$ cat src/design/bounded_array_list_engine_macros.svh
// Assertion macros for the bounded array list engine.
// Header only; no dependencies. Used by the datapath module.
`ifndef BOUNDED_ARRAY_LIST_ENGINE_MACROS_SVH
`define BOUNDED_ARRAY_LIST_ENGINE_MACROS_SVH

// Same-cycle implication, disabled while reset is held (active low).
`define BALE_ASSERT_IMPLY(lbl, ck, rn, ante, cons, msg) \
  lbl: assert property (@(posedge ck) disable iff (!rn) (ante) |-> (cons)) \
    else $error(msg);

// Next-cycle implication, disabled while reset is held (active low).
`define BALE_ASSERT_NEXT(lbl, ck, rn, ante, cons, msg) \
  lbl: assert property (@(posedge ck) disable iff (!rn) (ante) |=> (cons)) \
    else $error(msg);

`endif

$ cat src/design/bale_pkg.sv
// Shared codes and controller/datapath interface types for the array list engine.
// No dependencies.
package bale_pkg;

  localparam logic [2:0] OP_PUSH_FRONT = 3'd0;
  localparam logic [2:0] OP_PUSH_BACK  = 3'd1;
  localparam logic [2:0] OP_POP_FRONT  = 3'd2;
  localparam logic [2:0] OP_POP_BACK   = 3'd3;
  localparam logic [2:0] OP_DELETE     = 3'd4;
  localparam logic [2:0] OP_SEARCH     = 3'd5;
  localparam logic [2:0] OP_REVERSE    = 3'd6;
  localparam logic [2:0] OP_DUMP       = 3'd7;

  localparam logic [1:0] ST_OK    = 2'd0;
  localparam logic [1:0] ST_FULL  = 2'd1;
  localparam logic [1:0] ST_EMPTY = 2'd2;
  localparam logic [1:0] ST_RANGE = 2'd3;

  typedef logic [2:0] act_t;

  localparam act_t ACT_NONE       = 3'd0;
  localparam act_t ACT_PUSH_FRONT = 3'd1;
  localparam act_t ACT_PUSH_BACK  = 3'd2;
  localparam act_t ACT_DELETE     = 3'd3;
  localparam act_t ACT_POP_BACK   = 3'd4;
  localparam act_t ACT_ROTATE     = 3'd5;

  typedef struct packed {
    act_t       act;
    logic       capture;
    logic       accum;
    logic       load_out;
    logic [1:0] status;
    logic       last;
    logic       use_data;
    logic       use_found;
  } cmd_t;

  typedef struct packed {
    logic out_free;
    logic empty;
    logic full;
    logic single;
  } sts_t;

endpackage

$ cat src/design/bale_ctrl.sv
// Controller FSM: decodes requests and sequences search, reverse and dump.
// Depends on bale_pkg; drives bale_datapath through cmd_t and a cell position.
module bale_ctrl #(
  parameter int CAPACITY = 16,
  localparam int IW = $clog2(CAPACITY),
  localparam int CW = $clog2(CAPACITY + 1)
) (
  input  logic            clk,
  input  logic            rst_n,
  input  logic            in_valid,
  output logic            in_ready,
  input  logic [2:0]      in_operation,
  input  logic [3:0]      in_index,
  input  bale_pkg::sts_t  sts,
  input  logic [CW-1:0]   count,
  output bale_pkg::cmd_t  cmd,
  output logic [IW-1:0]   pos
);
  import bale_pkg::*;

  localparam logic [1:0] S_IDLE    = 2'd0;
  localparam logic [1:0] S_SEARCH  = 2'd1;
  localparam logic [1:0] S_REVERSE = 2'd2;
  localparam logic [1:0] S_DUMP    = 2'd3;

  logic [1:0]    state_r, state_nxt;
  logic [IW-1:0] step_r, step_nxt;
  logic [CW-1:0] cm1, cm2;
  logic [CW+3:0] idx_w, cnt_w;
  logic [IW+3:0] idx_ext;
  logic          idx_bad;
  logic          final_step;

  assign cm1     = count - CW'(1);
  assign cm2     = count - CW'(2);
  assign idx_w   = {{CW{1'b0}}, in_index};
  assign cnt_w   = {4'b0000, count};
  assign idx_bad = (idx_w >= cnt_w);
  assign idx_ext = {{IW{1'b0}}, in_index};

  always_comb begin
    cmd        = '0;
    cmd.act    = ACT_NONE;
    cmd.status = ST_OK;
    pos        = '0;
    in_ready   = 1'b0;
    state_nxt  = state_r;
    step_nxt   = step_r;
    final_step = 1'b0;
    unique case (state_r)
      S_IDLE: begin
        in_ready = sts.out_free;
        if (in_valid && sts.out_free) begin
          cmd.capture  = 1'b1;
          cmd.load_out = 1'b1;
          cmd.last     = 1'b1;
          step_nxt     = '0;
          unique case (in_operation)
            OP_PUSH_FRONT: begin
              if (sts.full) cmd.status = ST_FULL;
              else cmd.act = ACT_PUSH_FRONT;
            end
            OP_PUSH_BACK: begin
              if (sts.full) cmd.status = ST_FULL;
              else cmd.act = ACT_PUSH_BACK;
            end
            OP_POP_FRONT: begin
              if (sts.empty) cmd.status = ST_EMPTY;
              else cmd.act = ACT_DELETE;
            end
            OP_POP_BACK: begin
              if (sts.empty) cmd.status = ST_EMPTY;
              else cmd.act = ACT_POP_BACK;
            end
            OP_DELETE: begin
              pos = idx_ext[IW-1:0];
              if (sts.empty) cmd.status = ST_EMPTY;
              else if (idx_bad) cmd.status = ST_RANGE;
              else cmd.act = ACT_DELETE;
            end
            OP_SEARCH: begin
              if (!sts.empty) begin
                cmd.load_out = 1'b0;
                state_nxt    = S_SEARCH;
              end
            end
            OP_REVERSE: begin
              if (!sts.single) begin
                cmd.load_out = 1'b0;
                state_nxt    = S_REVERSE;
              end
            end
            OP_DUMP: begin
              if (sts.empty) cmd.status = ST_EMPTY;
              else begin
                cmd.load_out = 1'b0;
                state_nxt    = S_DUMP;
              end
            end
          endcase
        end
      end
      S_SEARCH: begin
        pos        = cm1[IW-1:0];
        final_step = (step_r == cm1[IW-1:0]);
        if (!final_step || sts.out_free) begin
          cmd.act   = ACT_ROTATE;
          cmd.accum = 1'b1;
          if (final_step) begin
            cmd.load_out  = 1'b1;
            cmd.use_found = 1'b1;
            cmd.last      = 1'b1;
            state_nxt     = S_IDLE;
          end else begin
            step_nxt = step_r + 1'b1;
          end
        end
      end
      S_REVERSE: begin
        // move the front entry to slot k, k walking down from count-1 to 1
        pos        = cm1[IW-1:0] - step_r;
        final_step = (step_r == cm2[IW-1:0]);
        if (!final_step || sts.out_free) begin
          cmd.act = ACT_ROTATE;
          if (final_step) begin
            cmd.load_out = 1'b1;
            cmd.last     = 1'b1;
            state_nxt    = S_IDLE;
          end else begin
            step_nxt = step_r + 1'b1;
          end
        end
      end
      S_DUMP: begin
        pos        = cm1[IW-1:0];
        final_step = (step_r == cm1[IW-1:0]);
        if (sts.out_free) begin
          cmd.act      = ACT_ROTATE;
          cmd.load_out = 1'b1;
          cmd.use_data = 1'b1;
          cmd.last     = final_step;
          if (final_step) state_nxt = S_IDLE;
          else step_nxt = step_r + 1'b1;
        end
      end
    endcase
  end

  always_ff @(posedge clk) begin
    if (!rst_n) begin
      state_r <= S_IDLE;
      step_r  <= '0;
    end else begin
      state_r <= state_nxt;
      step_r  <= step_nxt;
    end
  end

endmodule

$ cat src/design/bale_datapath.sv
// Datapath: row of list cells, live count, search accumulator and output register.
// Depends on bale_pkg and bounded_array_list_engine_macros.svh; driven by bale_ctrl.
`include "bounded_array_list_engine_macros.svh"

module bale_datapath #(
  parameter int CAPACITY = 16,
  localparam int IW = $clog2(CAPACITY),
  localparam int CW = $clog2(CAPACITY + 1)
) (
  input  logic               clk,
  input  logic               rst_n,
  input  bale_pkg::cmd_t     cmd,
  input  logic [IW-1:0]      pos,
  input  logic signed [31:0] in_value,
  input  logic               out_ready,
  output logic               out_valid,
  output logic [1:0]         out_status,
  output logic               out_found,
  output logic signed [31:0] out_data,
  output logic               out_last,
  output logic [4:0]         out_occupancy,
  output bale_pkg::sts_t     sts,
  output logic [CW-1:0]      count
);
  import bale_pkg::*;

  logic signed [31:0] cells_r [CAPACITY];
  logic signed [31:0] val_r;
  logic               found_r;
  logic [CW-1:0]      count_r, count_nxt;
  logic [CW+4:0]      occ_ext;
  logic               match;
  logic               out_free_w;

  logic               out_valid_r;
  logic [1:0]         out_status_r;
  logic               out_found_r;
  logic signed [31:0] out_data_r;
  logic               out_last_r;
  logic [4:0]         out_occ_r;

  assign match = (cells_r[0] == val_r);

  for (genvar g = 0; g < CAPACITY; g++) begin : g_cell
    localparam int PREV = (g == 0) ? 0 : g - 1;
    localparam int NEXT = (g == CAPACITY - 1) ? g : g + 1;
    logic signed [31:0] cell_nxt;

    always_comb begin
      cell_nxt = cells_r[g];
      case (cmd.act)
        ACT_PUSH_FRONT: begin
          if (g == 0) cell_nxt = in_value;
          else cell_nxt = cells_r[PREV];
        end
        ACT_PUSH_BACK: begin
          if (count_r == CW'(g)) cell_nxt = in_value;
        end
        ACT_DELETE: begin
          if (IW'(g) >= pos) cell_nxt = cells_r[NEXT];
        end
        ACT_ROTATE: begin
          if (IW'(g) < pos) cell_nxt = cells_r[NEXT];
          else if (IW'(g) == pos) cell_nxt = cells_r[0];
        end
        default: cell_nxt = cells_r[g];
      endcase
    end

    always_ff @(posedge clk) begin
      cells_r[g] <= cell_nxt;
    end
  end

  always_comb begin
    case (cmd.act)
      ACT_PUSH_FRONT, ACT_PUSH_BACK: count_nxt = count_r + CW'(1);
      ACT_DELETE, ACT_POP_BACK:      count_nxt = count_r - CW'(1);
      default:                       count_nxt = count_r;
    endcase
  end

  assign occ_ext    = {5'b00000, count_nxt};
  assign out_free_w = !out_valid_r || out_ready;

  always_ff @(posedge clk) begin
    if (!rst_n) begin
      count_r     <= '0;
      out_valid_r <= 1'b0;
    end else begin
      count_r <= count_nxt;
      if (cmd.load_out) out_valid_r <= 1'b1;
      else if (out_ready) out_valid_r <= 1'b0;
    end
  end

  always_ff @(posedge clk) begin
    if (cmd.capture) begin
      val_r   <= in_value;
      found_r <= 1'b0;
    end else if (cmd.accum) begin
      found_r <= found_r | match;
    end
    if (cmd.load_out) begin
      out_status_r <= cmd.status;
      out_found_r  <= cmd.use_found & (found_r | match);
      out_data_r   <= cmd.use_data ? cells_r[0] : 32'sd0;
      out_last_r   <= cmd.last;
      out_occ_r    <= occ_ext[4:0];
    end
  end

  assign sts.out_free = out_free_w;
  assign sts.empty    = (count_r == '0);
  assign sts.full     = (count_r == CW'(CAPACITY));
  assign sts.single   = (count_r < CW'(2));
  assign count        = count_r;

  assign out_valid     = out_valid_r;
  assign out_status    = out_status_r;
  assign out_found     = out_found_r;
  assign out_data      = out_data_r;
  assign out_last      = out_last_r;
  assign out_occupancy = out_occ_r;

  `BALE_ASSERT_IMPLY(a_load_free, clk, rst_n, cmd.load_out, out_free_w,
                     "result beat overwritten before it was taken")
  `BALE_ASSERT_IMPLY(a_push_room, clk, rst_n,
                     cmd.act == ACT_PUSH_FRONT || cmd.act == ACT_PUSH_BACK,
                     count_r != CW'(CAPACITY), "insert into a full list")
  `BALE_ASSERT_IMPLY(a_remove_live, clk, rst_n,
                     cmd.act == ACT_DELETE || cmd.act == ACT_POP_BACK,
                     count_r != '0 && pos < count_r, "removal outside live entries")
  `BALE_ASSERT_IMPLY(a_rotate_range, clk, rst_n, cmd.act == ACT_ROTATE,
                     pos < count_r, "rotation reaches a dead slot")

endmodule

$ cat src/design/bounded_array_list_engine.sv
// Bounded array list engine: ordered list of up to CAPACITY signed 32-bit values.
// Input channel (in_*) takes one request per beat: push front/back, pop front/back,
// delete at index, search, reverse or dump. Result channel (out_*) returns status,
// found, data, last and occupancy; every request gives one beat with last set,
// except dump of a non-empty list, which gives one beat per live entry, front first.
// Push, pop, delete and the rejected cases finish at the accepting edge, which also
// loads the result into the output register. Search and reverse step through the live
// entries by single-step rotation of the cell row; dump gives one beat per cycle
// while out_ready stays high.
// A new request is taken once the sequencer is idle and the output register is
// empty or being drained, so back-to-back single-beat requests run at one per cycle.
// When out_ready is low with a beat pending, no request is taken; search and reverse
// run on to their last step and wait there, and dump waits on its current entry.
// Reset (rst_n low, synchronous) empties the list and drops any pending beat.
// Depends on bale_pkg, bale_ctrl and bale_datapath.
module bounded_array_list_engine #(
  parameter int CAPACITY = 16
) (
  input  logic               clk,
  input  logic               rst_n,
  input  logic               in_valid,
  output logic               in_ready,
  input  logic [2:0]         in_operation,
  input  logic signed [31:0] in_value,
  input  logic [3:0]         in_index,
  output logic               out_valid,
  input  logic               out_ready,
  output logic [1:0]         out_status,
  output logic               out_found,
  output logic signed [31:0] out_data,
  output logic               out_last,
  output logic [4:0]         out_occupancy
);
  import bale_pkg::*;

  localparam int IW = $clog2(CAPACITY);
  localparam int CW = $clog2(CAPACITY + 1);

  cmd_t          cmd;
  sts_t          sts;
  logic [IW-1:0] pos;
  logic [CW-1:0] count;

  bale_ctrl #(.CAPACITY(CAPACITY)) u_ctrl (
    .clk          (clk),
    .rst_n        (rst_n),
    .in_valid     (in_valid),
    .in_ready     (in_ready),
    .in_operation (in_operation),
    .in_index     (in_index),
    .sts          (sts),
    .count        (count),
    .cmd          (cmd),
    .pos          (pos)
  );

  bale_datapath #(.CAPACITY(CAPACITY)) u_datapath (
    .clk           (clk),
    .rst_n         (rst_n),
    .cmd           (cmd),
    .pos           (pos),
    .in_value      (in_value),
    .out_ready     (out_ready),
    .out_valid     (out_valid),
    .out_status    (out_status),
    .out_found     (out_found),
    .out_data      (out_data),
    .out_last      (out_last),
    .out_occupancy (out_occupancy),
    .sts           (sts),
    .count         (count)
  );

endmodule

$ cat config.mk
export PLATFORM = sky130hd
export DESIGN_NAME = bounded_array_list_engine
export DESIGN_NICKNAME = d
export VERILOG_FILES = /design/src/design/bale_pkg.sv /design/src/design/bale_ctrl.sv /design/src/design/bale_datapath.sv /design/src/design/bounded_array_list_engine.sv
export VERILOG_INCLUDE_DIRS = /design/src /design/src/design
export SDC_FILE = /design/constraint.sdc
export NUM_CORES = 1
export LEC_CHECK = 0
export BUFFER_PORTS_ARGS = -buffer_cell sky130_fd_sc_hd__buf_2
export CELL_PAD_IN_SITES_DETAIL_PLACEMENT = 2
export CELL_PAD_IN_SITES_GLOBAL_PLACEMENT = 2
export CORE_MARGIN = 4
export CORE_UTILIZATION = 38
export CTS_BUF_LIST = sky130_fd_sc_hd__clkbuf_16
export CTS_CLUSTER_DIAMETER = 80
export CTS_CLUSTER_SIZE = 24
export DETAILED_ROUTE_END_ITERATION = 8
export GPL_ROUTABILITY_DRIVEN = 0
export PLACE_DENSITY_LB_ADDON = 0.1
export RECOVER_POWER = 25
export REMOVE_ABC_BUFFERS = 1
export SKIP_LAST_GASP = 1
export SLEW_MARGIN = 20
export SYNTH_ARGS = -nofsm -noshare
export SYNTH_HDL_FRONTEND = slang
export SYNTH_SLANG_ARGS = --single-unit
export TNS_END_PERCENT = 1
$ cat constraint.sdc
create_clock -name clk -period 9.1 [get_ports clk]
set_input_delay 0.91 -clock clk [delete_from_list [all_inputs] [get_ports clk]]
set_output_delay 0.91 -clock clk [all_outputs]
set_load 0.005 [all_outputs]
==> out/results.tsv <==
metric	value	unit
synth_top_area_share	57.40	%
hold_buffers	0	
final_cell_mix	nand2_1, edfxtp_1, nor2_1	
fin_area	33470	um2
drt_iter0_drc	2648	
io_pins	86	
synthTopCellsByArea	edfxtp_1, nand2_1, a31oi_1	
setup_violations	0	
synth_cell_type_count	85	
fin_util	42.16	%
status	finished, violations left	
end_kind	flip-flop	
maxSlewHeadroom	-141.2	%
fin_ws	2.161	ns
hold_viol_final	0	
drc	0	
synth.avg_cell_area	10.11	um2
routed_wl	136100	um
core-area	79390	um2
slew_violations	195	
fp.dieW	291.8	um
p_per_area	339.1	nW/um2
num_rows	103	
drv_cap	8	
path_max_fanout	35	
dr.pass1.iters	5	
critPathKind	reg -> reg	
vias	26222	
synth_top_cell_by_area	edfxtp_1	
violations	max-capacitance violations, max-slew violations	
ys.flop_type	edfxtp_1	
start_kind	flip-flop	
cts_htree_levels	2	
yosysSeqAreaShare	58.25	%
dpl.cell_count	3987	
worstMarginPinSlew	3.617	ns
grt_pass1_vias	27669	
track_usage	30.88	%
syn_area	30600	um2
finClkSkew	0.03822	ns
grt_max_degree	170	
drive_above_1_share	8.472	%
clkLatencyLatePin	0.63	ns
syn_inst	3028	
fp.dieArea	85140	um2
whs	0.5491	ns
start_util	38.55	%
period_share	76.25	%
ys_seq_elements	598	
post_cts_buffers	0	
portBuffers	85	
grt_antenna_before_repair	2	
cts-resized-gates	0	
rsz0062_at_grt	false	
top_usage_layer	met2	
clk_pin_slew	0.08	ns
grt_pass1_wl	195400	um
grt_use_met3	5.088	%
vdd_drop_max	0.2071	mV
place_ws	3.903	ns
numCtsBuffers	40	
cts_buffer_depth	3	
nNetsFinal	3042	
synth-warning-count	0	
met1_usage	41.06	%
placed_cell_area	32240	um2
cts_tree	yes	
n_antenna_cell	0	
required	9.30	ns
chipHeight	291.8	um
min_path_type	reg -> reg	
routedWlPerCell	33.53	um
cts.sinks	598	
overflow	0	
p_leak	10.32	nW
syn2layout_area_growth	9.359	%
via_per_inst	6.459	
post-route-min-period	6.939	ns
arrival	7.14	ns
cts_root_buffer	clkbuf_16	
fmax	0.1441	GHz
layout.cells.non_filler	4060	
grt_use_met2	51.65	%
synth_edf_count	585	
async_flop_share	0	%
final_common_cell	nand2_1	
ant_nets	0	
place_hpwl	78050	um
where the power goes:
| group | internal (W) | leakage, nW | total (W) | switching [W] |
|---|---|---|---|---|
| clock network | 0.000917 | 0.657 | 0.00205 | 0.00114 |
| logic | 0.00120 | 4.11 | 0.00429 | 0.00309 |
| registers | 0.00441 | 5.55 | 0.00500 | 0.000596 |
metrics by stage:
stage	total power, W	setup TNS [ns]
finish	0.01135	0
CTS	0.01131	0
detailed placement	0.009243	0
global placement	0.009013	0
global route	0.01182	0
floorplan	0.007537	-941.56
cell usage after synthesis (6+ instances only):
| master | number |
|---|---|
| a22oi_1 | 34 |
| nor2b_1 | 6 |
| nor4_1 | 7 |
| clkbuf_1 | 148 |
| a41oi_1 | 29 |
| xnor2_1 | 42 |
| a21o_1 | 21 |
| a31oi_1 | 276 |
| o21ai_2 | 8 |
| nor3_1 | 39 |
| a2111oi_0 | 7 |
| o21ai_0 | 47 |
| edfxtp_1 | 585 |
| o21ai_1 | 16 |
| ha_1 | 17 |
| a21oi_2 | 12 |
| dfxtp_1 | 13 |
| mux2_2 | 24 |
| a221oi_1 | 6 |
| and3_1 | 21 |
| and2_1 | 12 |
| nand3_1 | 134 |
| buf_1 | 8 |
| inv_1 | 44 |
| nor2_1 | 391 |
| a21oi_1 | 175 |
| nand2_1 | 620 |
| nand4_1 | 13 |
| a221o_1 | 76 |
| buf_2 | 82 |
| mux2_1 | 9 |
| a211oi_1 | 7 |
worst paths after layout:
| check | from | cells after the start | endpoint | slack (ns) |
|---|---|---|---|---|
| setup / recovery | u_ctrl.state_r[0]$_SDFFE_PN0P_ | 10 | u_datapath.cells_r[3][60]$_DFFE_PP_ | 2.16 |
| hold / removal | u_datapath.found_r$_SDFFE_PP0P_ | 2 | u_datapath.found_r$_SDFFE_PP0P_ | 0.55 |
| setup reg to reg | u_ctrl.state_r[0]$_SDFFE_PN0P_ | 10 | u_datapath.cells_r[3][60]$_DFFE_PP_ | 2.16 |
| hold reg to reg | u_datapath.found_r$_SDFFE_PP0P_ | 2 | u_datapath.found_r$_SDFFE_PP0P_ | 0.55 |
layer usage:
layer | part of all wire (%) | wire, um
met1 | 41 | 56230
met4 | 3.7 | 5068
met2 | 48 | 64900
met5 | 0.010 | 14
met3 | 7.3 | 9911
flip-flops by register name, summed over array words and instances (netlist names):
name and cells:
u_datapath.out_last 1, u_datapath.cells_r 512, u_datapath.out_found 1, u_datapath.out_occupancy 5, u_datapath.found_r 1, u_ctrl.step_r 4, u_datapath.out_status 2, u_datapath.out_data 32
u_datapath.count 5, u_ctrl.state_r 2, u_datapath.val_r 32, u_datapath.out_valid 1
area by class of cell:
| type | instances | area, um2 |
|---|---|---|
| Clock inverter | 31 | 339.1 |
| Tap cell | 1050 | 1314 |
| Inverter | 45 | 168.9 |
| Clock buffer | 40 | 1001 |
| Sequential cell | 598 | 17830 |
| Multi-Input combinational cell | 2136 | 11880 |
| Timing Repair Buffer | 160 | 938.4 |
| Fill cell | 8482 | 45920 |
worst max-delay path: stages, from the launching register on:
cell and delay, ns:
dfxtp_1 0.52, or2_0 0.48, nor2_1 0.22, nand2_1 0.11, inv_1 0.08, clkbuf_1 2.32
o2111a_1 0.64, a211oi_4 0.07, buf_4 0.27, a2111oi_2 0.45, clkbuf_1 1.35
logic make-up (layout without fill, tap and decap cells):
family	count (synthesis)	in the layout	share of synthesized area (%)
flip-flops	598	598	58.25
XOR/XNOR	47	47	1.419
multiplexers	35	35	1.280
AO/OA/AOI/OAI	760	760	16.73
buffers and inverters	294	276	4.109
AND/OR/NAND/NOR	1276	1276	17.45
adder cells (fa/ha/maj)	18	18	0.7604
Power figures use the tool's default switching activity.
